--- src/noise_lfsr_channel_macros.svh ---
// ----------------------------------------------------------------------------
// noise_lfsr_channel assertion macros
// Concurrent assertion wrappers; empty when SYNTHESIS is defined.
// ----------------------------------------------------------------------------
`ifndef NOISE_LFSR_CHANNEL_MACROS_SVH
`define NOISE_LFSR_CHANNEL_MACROS_SVH

`ifndef SYNTHESIS

// checked only out of reset
`define NLC_ASSERT(lbl, clk, rstn, prop, msg) \
    lbl: assert property (@(posedge clk) disable iff (!(rstn)) prop) else $error(msg);

// checked on every edge, reset included
`define NLC_ASSERT_ALWAYS(lbl, clk, prop, msg) \
    lbl: assert property (@(posedge clk) prop) else $error(msg);

`else

`define NLC_ASSERT(lbl, clk, rstn, prop, msg)
`define NLC_ASSERT_ALWAYS(lbl, clk, prop, msg)

`endif

`endif

--- src/nlc_pkg.sv ---
// ----------------------------------------------------------------------------
// nlc_pkg
// Shared types and constants of the noise LFSR channel.
// ----------------------------------------------------------------------------
`timescale 1ns / 1ps
`default_nettype none

package nlc_pkg;

    localparam int LFSR_W = 15;

    localparam logic [LFSR_W-1:0] TAP_LONG   = 15'h6000;
    localparam logic [LFSR_W-1:0] TAP_SHORT  = 15'h0060;
    localparam logic [LFSR_W-1:0] SEED_LONG  = 15'h4000;
    localparam logic [LFSR_W-1:0] SEED_SHORT = 15'h0040;

    localparam logic [1:0] OP_READ  = 2'd0;
    localparam logic [1:0] OP_WRITE = 2'd1;
    localparam logic [1:0] OP_TICK  = 2'd2;

    localparam logic [2:0] OFF_LEN  = 3'd0;
    localparam logic [2:0] OFF_ENV  = 3'd1;
    localparam logic [2:0] OFF_CTRL = 3'd4;
    localparam logic [2:0] OFF_TRIG = 3'd5;

    // control from the sequencer to the shift unit
    typedef struct packed {
        logic shift;
        logic seed;
        logic short_mode;
    } lfsr_ctl_t;

endpackage

`default_nettype wire

--- src/nlc_lfsr.sv ---
// ----------------------------------------------------------------------------
// nlc_lfsr
// 15-bit Galois shift unit: one shift or one seed load per cycle.
// ----------------------------------------------------------------------------
`timescale 1ns / 1ps
`default_nettype none

module nlc_lfsr (
    input  wire logic              aclk,
    input  wire logic              aresetn,
    input  wire nlc_pkg::lfsr_ctl_t ctl,
    output logic                   out_bit
);
    import nlc_pkg::*;

    logic [LFSR_W-1:0] lfsr_reg;
    logic [LFSR_W-1:0] lfsr_next;
    logic [LFSR_W-1:0] tap;

    assign out_bit = lfsr_reg[0];
    assign tap     = ctl.short_mode ? TAP_SHORT : TAP_LONG;

    always_comb begin
        lfsr_next = lfsr_reg;
        if (ctl.seed) begin
            lfsr_next = ctl.short_mode ? SEED_SHORT : SEED_LONG;
        end else if (ctl.shift) begin
            lfsr_next = (lfsr_reg >> 1) ^ (lfsr_reg[0] ? tap : '0);
        end
    end

    always_ff @(posedge aclk) begin
        if (!aresetn) begin
            lfsr_reg <= '0;
        end else begin
            lfsr_reg <= lfsr_next;
        end
    end

endmodule

`default_nettype wire

--- src/noise_lfsr_channel.sv ---
// ----------------------------------------------------------------------------
// noise_lfsr_channel
// Noise channel register bank and tick sequencer around a single shift unit.
// ----------------------------------------------------------------------------
// channel | dir | tdata / tuser
// s_      | in  | request: tuser op, tdata offset/write_data/volume/on/extra
// m_      | out | result: read_data, sample, length and status fields
//
// Read, write, op 3 or tick with channel off: accept goes straight to the final state, which registers the result.
// Tick with channel on: first-step state, min(extra_steps, MAX_EXTRA) extra steps, final state; the shift
// unit does one LFSR step per cycle, sample on the first step.
// Reset clears LFSR, envelope, control and length enable.
// s_tready is high only while no request is in work; a result waiting on
// m_tready holds the sequencer in its final state.
`timescale 1ns / 1ps
`default_nettype none
`include "noise_lfsr_channel_macros.svh"

module noise_lfsr_channel #(
    parameter int MAX_EXTRA = 255
) (
    input  wire logic        aclk,
    input  wire logic        aresetn,
    input  wire logic        s_tvalid,
    output logic             s_tready,
    // [2:0] offset, [10:3] write_data, [14:11] volume, [15] channel_on,
    // [23:16] extra_steps
    input  wire logic [23:0] s_tdata,
    // [1:0] op
    input  wire logic [1:0]  s_tuser,
    output logic             m_tvalid,
    input  wire logic        m_tready,
    // [7:0] read_data, [15:8] sample, [22:16] length_reload, [23] length_enable,
    // [24] stop_channel, [25] restart_channel, [33:26] envelope_setting,
    // [36:34] rate_ratio, [40:37] rate_shift, [47:41] zero
    output logic [47:0]      m_tdata
);
    import nlc_pkg::*;

    localparam int EFF_MAX = (MAX_EXTRA < 255) ? MAX_EXTRA : 255;
    localparam int CNT_W   = (EFF_MAX > 0) ? $clog2(EFF_MAX + 1) : 1;

    localparam logic [1:0] ST_IDLE  = 2'd0;
    localparam logic [1:0] ST_FIRST = 2'd1;
    localparam logic [1:0] ST_EXTRA = 2'd2;
    localparam logic [1:0] ST_DONE  = 2'd3;

    logic [1:0]       state_reg, state_next;
    logic [CNT_W-1:0] cnt_reg, cnt_next;
    logic [7:0]       env_reg, env_next;
    logic [7:0]       ctrl_reg, ctrl_next;
    logic             len_reg, len_next;
    logic [3:0]       vol_reg, vol_next;
    logic [7:0]       rd_reg, rd_next;
    logic [7:0]       smp_reg, smp_next;
    logic [6:0]       reload_reg, reload_next;
    logic             stop_reg, stop_next;
    logic             restart_reg, restart_next;
    logic             m_valid_reg, m_valid_next;
    logic [47:0]      m_data_reg, m_data_next;

    logic [2:0]       in_offset;
    logic [7:0]       in_data;
    logic [3:0]       in_volume;
    logic             in_on;
    logic [7:0]       in_extra;
    logic             accept;
    logic             out_free;
    logic             dac_on;
    logic [CNT_W-1:0] steps;
    logic [7:0]       mag;
    lfsr_ctl_t        lfsr_ctl;
    logic             lfsr_bit;

    assign in_offset = s_tdata[2:0];
    assign in_data   = s_tdata[10:3];
    assign in_volume = s_tdata[14:11];
    assign in_on     = s_tdata[15];
    assign in_extra  = s_tdata[23:16];

    assign s_tready = (state_reg == ST_IDLE);
    assign accept   = s_tvalid && s_tready;
    assign out_free = !m_valid_reg || m_tready;
    assign dac_on   = |env_reg[7:3];
    assign mag      = {1'b0, vol_reg, 3'b000};
    assign steps    = (32'(in_extra) > 32'(MAX_EXTRA)) ? CNT_W'(EFF_MAX) : CNT_W'(in_extra);

    nlc_lfsr u_lfsr (
        .aclk    (aclk),
        .aresetn (aresetn),
        .ctl     (lfsr_ctl),
        .out_bit (lfsr_bit)
    );

    always_comb begin
        state_next     = state_reg;
        cnt_next       = cnt_reg;
        env_next       = env_reg;
        ctrl_next      = ctrl_reg;
        len_next       = len_reg;
        vol_next       = vol_reg;
        rd_next        = rd_reg;
        smp_next       = smp_reg;
        reload_next    = reload_reg;
        stop_next      = stop_reg;
        restart_next   = restart_reg;
        m_valid_next   = m_valid_reg && !m_tready;
        m_data_next    = m_data_reg;
        lfsr_ctl       = '0;
        lfsr_ctl.short_mode = ctrl_reg[3];

        unique case (state_reg)
            ST_IDLE: begin
                if (accept) begin
                    rd_next      = '0;
                    smp_next     = '0;
                    reload_next  = '0;
                    stop_next    = 1'b0;
                    restart_next = 1'b0;
                    state_next   = ST_DONE;
                    unique case (s_tuser)
                        OP_READ: begin
                            unique case (in_offset)
                                OFF_ENV:  rd_next = env_reg;
                                OFF_CTRL: rd_next = ctrl_reg;
                                OFF_TRIG: rd_next = {1'b0, len_reg, 6'd0};
                                default:  rd_next = '0;
                            endcase
                        end
                        OP_WRITE: begin
                            unique case (in_offset)
                                OFF_LEN: begin
                                    reload_next = 7'd64 - {1'b0, in_data[5:0]};
                                end
                                OFF_ENV: begin
                                    env_next  = in_data;
                                    stop_next = ~|in_data[7:3];
                                end
                                OFF_CTRL: begin
                                    ctrl_next = in_data;
                                end
                                OFF_TRIG: begin
                                    len_next = in_data[6];
                                    if (dac_on && in_data[7]) begin
                                        lfsr_ctl.seed = 1'b1;
                                        restart_next  = 1'b1;
                                    end
                                end
                                default: begin
                                end
                            endcase
                        end
                        OP_TICK: begin
                            if (in_on) begin
                                vol_next   = in_volume;
                                cnt_next   = steps;
                                state_next = ST_FIRST;
                            end
                        end
                        default: begin
                        end
                    endcase
                end
            end
            ST_FIRST: begin
                lfsr_ctl.shift = 1'b1;
                if (!dac_on) begin
                    smp_next = '0;
                end else begin
                    smp_next = lfsr_bit ? mag : 8'd0 - mag;
                end
                state_next = (cnt_reg == '0) ? ST_DONE : ST_EXTRA;
            end
            ST_EXTRA: begin
                lfsr_ctl.shift = 1'b1;
                cnt_next = cnt_reg - 1'b1;
                if (cnt_reg == CNT_W'(1)) begin
                    state_next = ST_DONE;
                end
            end
            ST_DONE: begin
                if (out_free) begin
                    m_valid_next = 1'b1;
                    m_data_next  = {7'd0, ctrl_reg[7:4], ctrl_reg[2:0], env_reg,
                                    restart_reg, stop_reg, len_reg, reload_reg,
                                    smp_reg, rd_reg};
                    state_next   = ST_IDLE;
                end
            end
            default: begin
                state_next = ST_IDLE;
            end
        endcase
    end

    always_ff @(posedge aclk) begin
        if (!aresetn) begin
            state_reg   <= ST_IDLE;
            cnt_reg     <= '0;
            env_reg     <= '0;
            ctrl_reg    <= '0;
            len_reg     <= 1'b0;
            m_valid_reg <= 1'b0;
        end else begin
            state_reg   <= state_next;
            cnt_reg     <= cnt_next;
            env_reg     <= env_next;
            ctrl_reg    <= ctrl_next;
            len_reg     <= len_next;
            m_valid_reg <= m_valid_next;
        end
    end

    always_ff @(posedge aclk) begin
        vol_reg     <= vol_next;
        rd_reg      <= rd_next;
        smp_reg     <= smp_next;
        reload_reg  <= reload_next;
        stop_reg    <= stop_next;
        restart_reg <= restart_next;
        m_data_reg  <= m_data_next;
    end

    assign m_tvalid = m_valid_reg;
    assign m_tdata  = m_data_reg;

    `NLC_ASSERT(a_busy_after_req, aclk, aresetn, accept |=> !s_tready, "ready after request")
    `NLC_ASSERT(a_extra_nonzero, aclk, aresetn, (state_reg == ST_EXTRA) |-> (cnt_reg != '0), "extra shift with zero count")
    `NLC_ASSERT(a_publish, aclk, aresetn, (state_reg == ST_DONE && out_free) |=> (m_tvalid && s_tready), "result not published")
    `NLC_ASSERT_ALWAYS(a_reset_clear, aclk, !aresetn |=> (!m_tvalid && s_tready), "reset did not clear control")

endmodule

`default_nettype wire

--- config.mk ---
export PLATFORM = sky130hd
export DESIGN_NAME = noise_lfsr_channel
export DESIGN_NICKNAME = d
export VERILOG_FILES = /design/src/nlc_pkg.sv /design/src/nlc_lfsr.sv /design/src/noise_lfsr_channel.sv
export VERILOG_INCLUDE_DIRS = /design/src /design/src/src
export SDC_FILE = /design/constraint.sdc
export NUM_CORES = 1
export LEC_CHECK = 0
export BUFFER_PORTS_ARGS = -buffer_cell sky130_fd_sc_hd__buf_2
export CAP_MARGIN = 5
export CORE_MARGIN = 8
export CORE_UTILIZATION = 59
export DETAILED_ROUTE_END_ITERATION = 8
export HOLD_SLACK_MARGIN = 0.08
export PLACE_DENSITY = 0.84
export SYNTH_ARGS = -nofsm -noshare
export SYNTH_HDL_FRONTEND = slang
export SYNTH_SLANG_ARGS = --single-unit
--- constraint.sdc ---
create_clock -name aclk -period 5 [get_ports aclk]
set_input_delay 0.75 -clock aclk [delete_from_list [all_inputs] [get_ports aclk]]
set_output_delay 0.75 -clock aclk [all_outputs]
set_load 0.1 [all_outputs]
==> results.md <==
* CP delay by family, top: buffers and inverters
* Row Count at 31
* Clock skew after layout at 0.0112 ns
* Min Tclk post-route at 2.42 ns
* Core footprint at 0.00725 mm2
* Clk slew on worst S/H paths at 0.11 ns
* Hold path start: rd_reg[2]
* Flops & latches, synth at 107
* Total Negative Setup Slacks at 0 ns
* Post-Synthesis Cells at 380
* Crit-path max FO at 7
* Proportion of layout cells with a drive suffix above 1 at 20.3%
* RSZ-0062 raised after global routing: no
* Final hold vios at 0
* Gpl congestion at 0.805
* Max cap viols at 0
* Post-synth ARST share at 0%
* Slew Viols, Final at 0
* I/O pin total at 80
* Max stage delay on crit path at 0.49 ns
* WHS at 0.424 ns
* Die Width at 103 um
* TritonCTS Buffers at 9
* Hold Path Class: reg -> reg
* Initial Utilization at 61.1%
* Syn avg cell area at 11.7 um2
* Hpwl dp at 6.27 mm
* First-pass GRT wire length at 13.4 mm
* # port buffers at 69
* Inserted Diodes at 0
* Antenna Nets Post-Route at 0
* Worst setup EP type: output port
* Hold_buf cts at 0
* Worst Path Required at 4.25 ns
* Status: finished clean
* Slew margin rel. at 32.3%
* Yosys cell types at 52
* Setup Viol. Count Final at 0
* Met3 GRT Util at 3.17%
* First-pass DRT Iterations at 5
* Via count at 2983
* Clock Latency Late Sink at 0.37 ns
* GRT overflow at 0
* Crit start category: flop
* P_leak at 1.97 nW
* Setup ws final at 2.58 ns
* GR Util met1 at 18.9%
* CTS resizes at 0
* Drt total wl at 8.51 mm
* WP data arrival at 1.67 ns
* Critical path's slowest cell: buf_2
* Pin count of the biggest net entering global routing at 39
* Final Cycle Share at 48.5%
* Worst VDD drop at 0.288 mV
* Most used flip-flop cell after synthesis: edfxtp_1
* CTS tree: done
* Seq/Total Area, Yosys at 62.8%
* Initial antenna violation count at 0
* Synth Cell Area at 0.00443 mm2
* Total power at 2.48 mW
* Crit path buffers/inverters at 2
* Bufs on Longest Clock Path at 2
* Layout area overhead at 12.4%
* Root Driver: clkbuf_8
* H-tree depth at 3
* Drt drc at 0
* Vias/cell at 5.45
* Reg2reg start: state_reg[0]
* Busiest grt layer: met2
* Clock sink count at 107
* Crit. Startpoint: state_reg[1]
* Overall die height at 103 um
* Total die area at 0.0105 mm2
* Power Density at 497 mW/mm2
* Nets at 483
* Initial DRC Count at 211
* Actual slew at the worst max-slew pin at 1.01 ns
* Tot GR Track Use at 16.5%
* Pre-CTS setup slack at 2.57 ns
* Drt wl/cell at 15.6 um
* Syn. warnings at 0
* CP cell instances: inv_1 > ha_1 > buf_2
* Postcts setup bufs at 0
* Max reg flops at 38
* Grt met2 use at 28.9%
* Post-synth EDFFs at 64
* Vias in the first global route at 2936
* Max Clk Rate at 0.412 GHz
* WS Path Type: reg -> out
[area by class of cell]
type / instances / area [um2]
Fill cell: 528 / 2270
Clock inverter: 7 / 61.3
Inverter: 18 / 67.6
Timing Repair Buffer: 69 / 345
Tap cell: 99 / 124
Sequential cell: 107 / 2780
Clock buffer: 9 / 124
Multi-Input combinational cell: 238 / 1480
[metal layers]
| metal | up-vias | routed length (um) | part of all wire (%) |
|---|---|---|---|
| met1 | 1403 | 3540 | 42 |
| met3 | 10 | 590 | 6.9 |
| met4 | 0 | 125 | 1.5 |
| met5 | - | 0 | 0 |
| li1 | 1460 | - | - |
| met2 | 110 | 4250 | 50 |
[cells by family after synthesis]
kind of cell	count (synthesis)	synth area share [%]
AOI/OAI and AO/OA	60	9.00
xor gates and xnor gates	8	1.58
adders and majority gates	10	2.82
buffers and inverters	44	4.80
DFF	107	62.8
muxes	23	5.22
other	1	0.0846
and+or+nand+nor	127	13.7
[cells in the mapped netlist, types with 2 or more instances]
library cell | n | area, um2
buf_2 | 5 | 25.0
mux2i_1 | 22 | 220
buf_4 | 11 | 82.6
nand2b_1 | 3 | 18.8
inv_1 | 17 | 63.8
o32ai_1 | 4 | 35.0
clkbuf_1 | 9 | 33.8
nor2_1 | 55 | 206
nor3_1 | 8 | 40.0
and3_1 | 2 | 12.5
or3_1 | 3 | 18.8
nor2b_1 | 6 | 37.5
xnor2_1 | 4 | 35.0
ha_1 | 10 | 125
a21oi_1 | 22 | 110
xor2_1 | 4 | 35.0
a22oi_1 | 8 | 60.1
a211oi_1 | 5 | 37.5
nand3b_1 | 3 | 22.5
nand3_1 | 10 | 50.1
nand2_1 | 26 | 97.6
dfxtp_1 | 43 | 861
edfxtp_1 | 64 | 1920
nand4_1 | 2 | 12.5
o21ai_0 | 7 | 35.0
[placed cells by master, fill, tap and decap left out, types with 2 or more instances in the layout]
cell type,instances
or3_1,3
a211oi_1,5
buf_2,69
and3_1,2
inv_1,17
nand3b_1,3
xor2_1,4
mux2i_1,22
xnor2_1,4
dfxtp_1,43
clkbuf_8,9
nand2b_1,3
ha_1,10
nand2_1,26
edfxtp_1,64
nand3_1,10
a22oi_1,8
nand4_1,2
inv_6,4
nor2_1,55
nor2b_1,5
a21oi_1,22
nor3_1,8
o21ai_0,7
conb_1,10
clkinv_1,2
inv_8,2
o32ai_1,4
[worst register-to-register path: cells and delay by family, from the launching register on]
family	cells	cell delay, ns
buffers and inverters	2	0.45
adder cells (fa/ha/maj)	1	0.45
flip-flops	1	0.34
AO/OA/AOI/OAI	3	0.89
[per-stage QoR]
step                      util, %  cell area, um2  instances
after global placement       66.2            4800        531
after detailed placement     66.2            4800        531
final                        68.7            4980        547
after floorplan                 -            4470        389
after CTS                    68.7            4980        547
after global routing         68.7            4980        547
[final timing paths]
check / to / cells past startpoint / slack (ns)
worst max-delay path: s_tready / 3 / 2.58
worst min-delay path: m_tdata[2] / 0 / 0.42
worst max register to register: cnt_reg[1] / 6 / 2.72
worst min register to register: m_tdata[2] / 0 / 0.42
[report_power, final]
group	switching [mW]	internal [mW]	total [mW]	leakage (nW)
Combinational	0.641	0.189	0.829	0.917
Sequential	0.0545	1.09	1.14	0.952
Clock	0.311	0.194	0.505	0.0965
Total	1.01	1.47	2.48	1.97
Note: power is estimated with default switching activity, not from simulation.
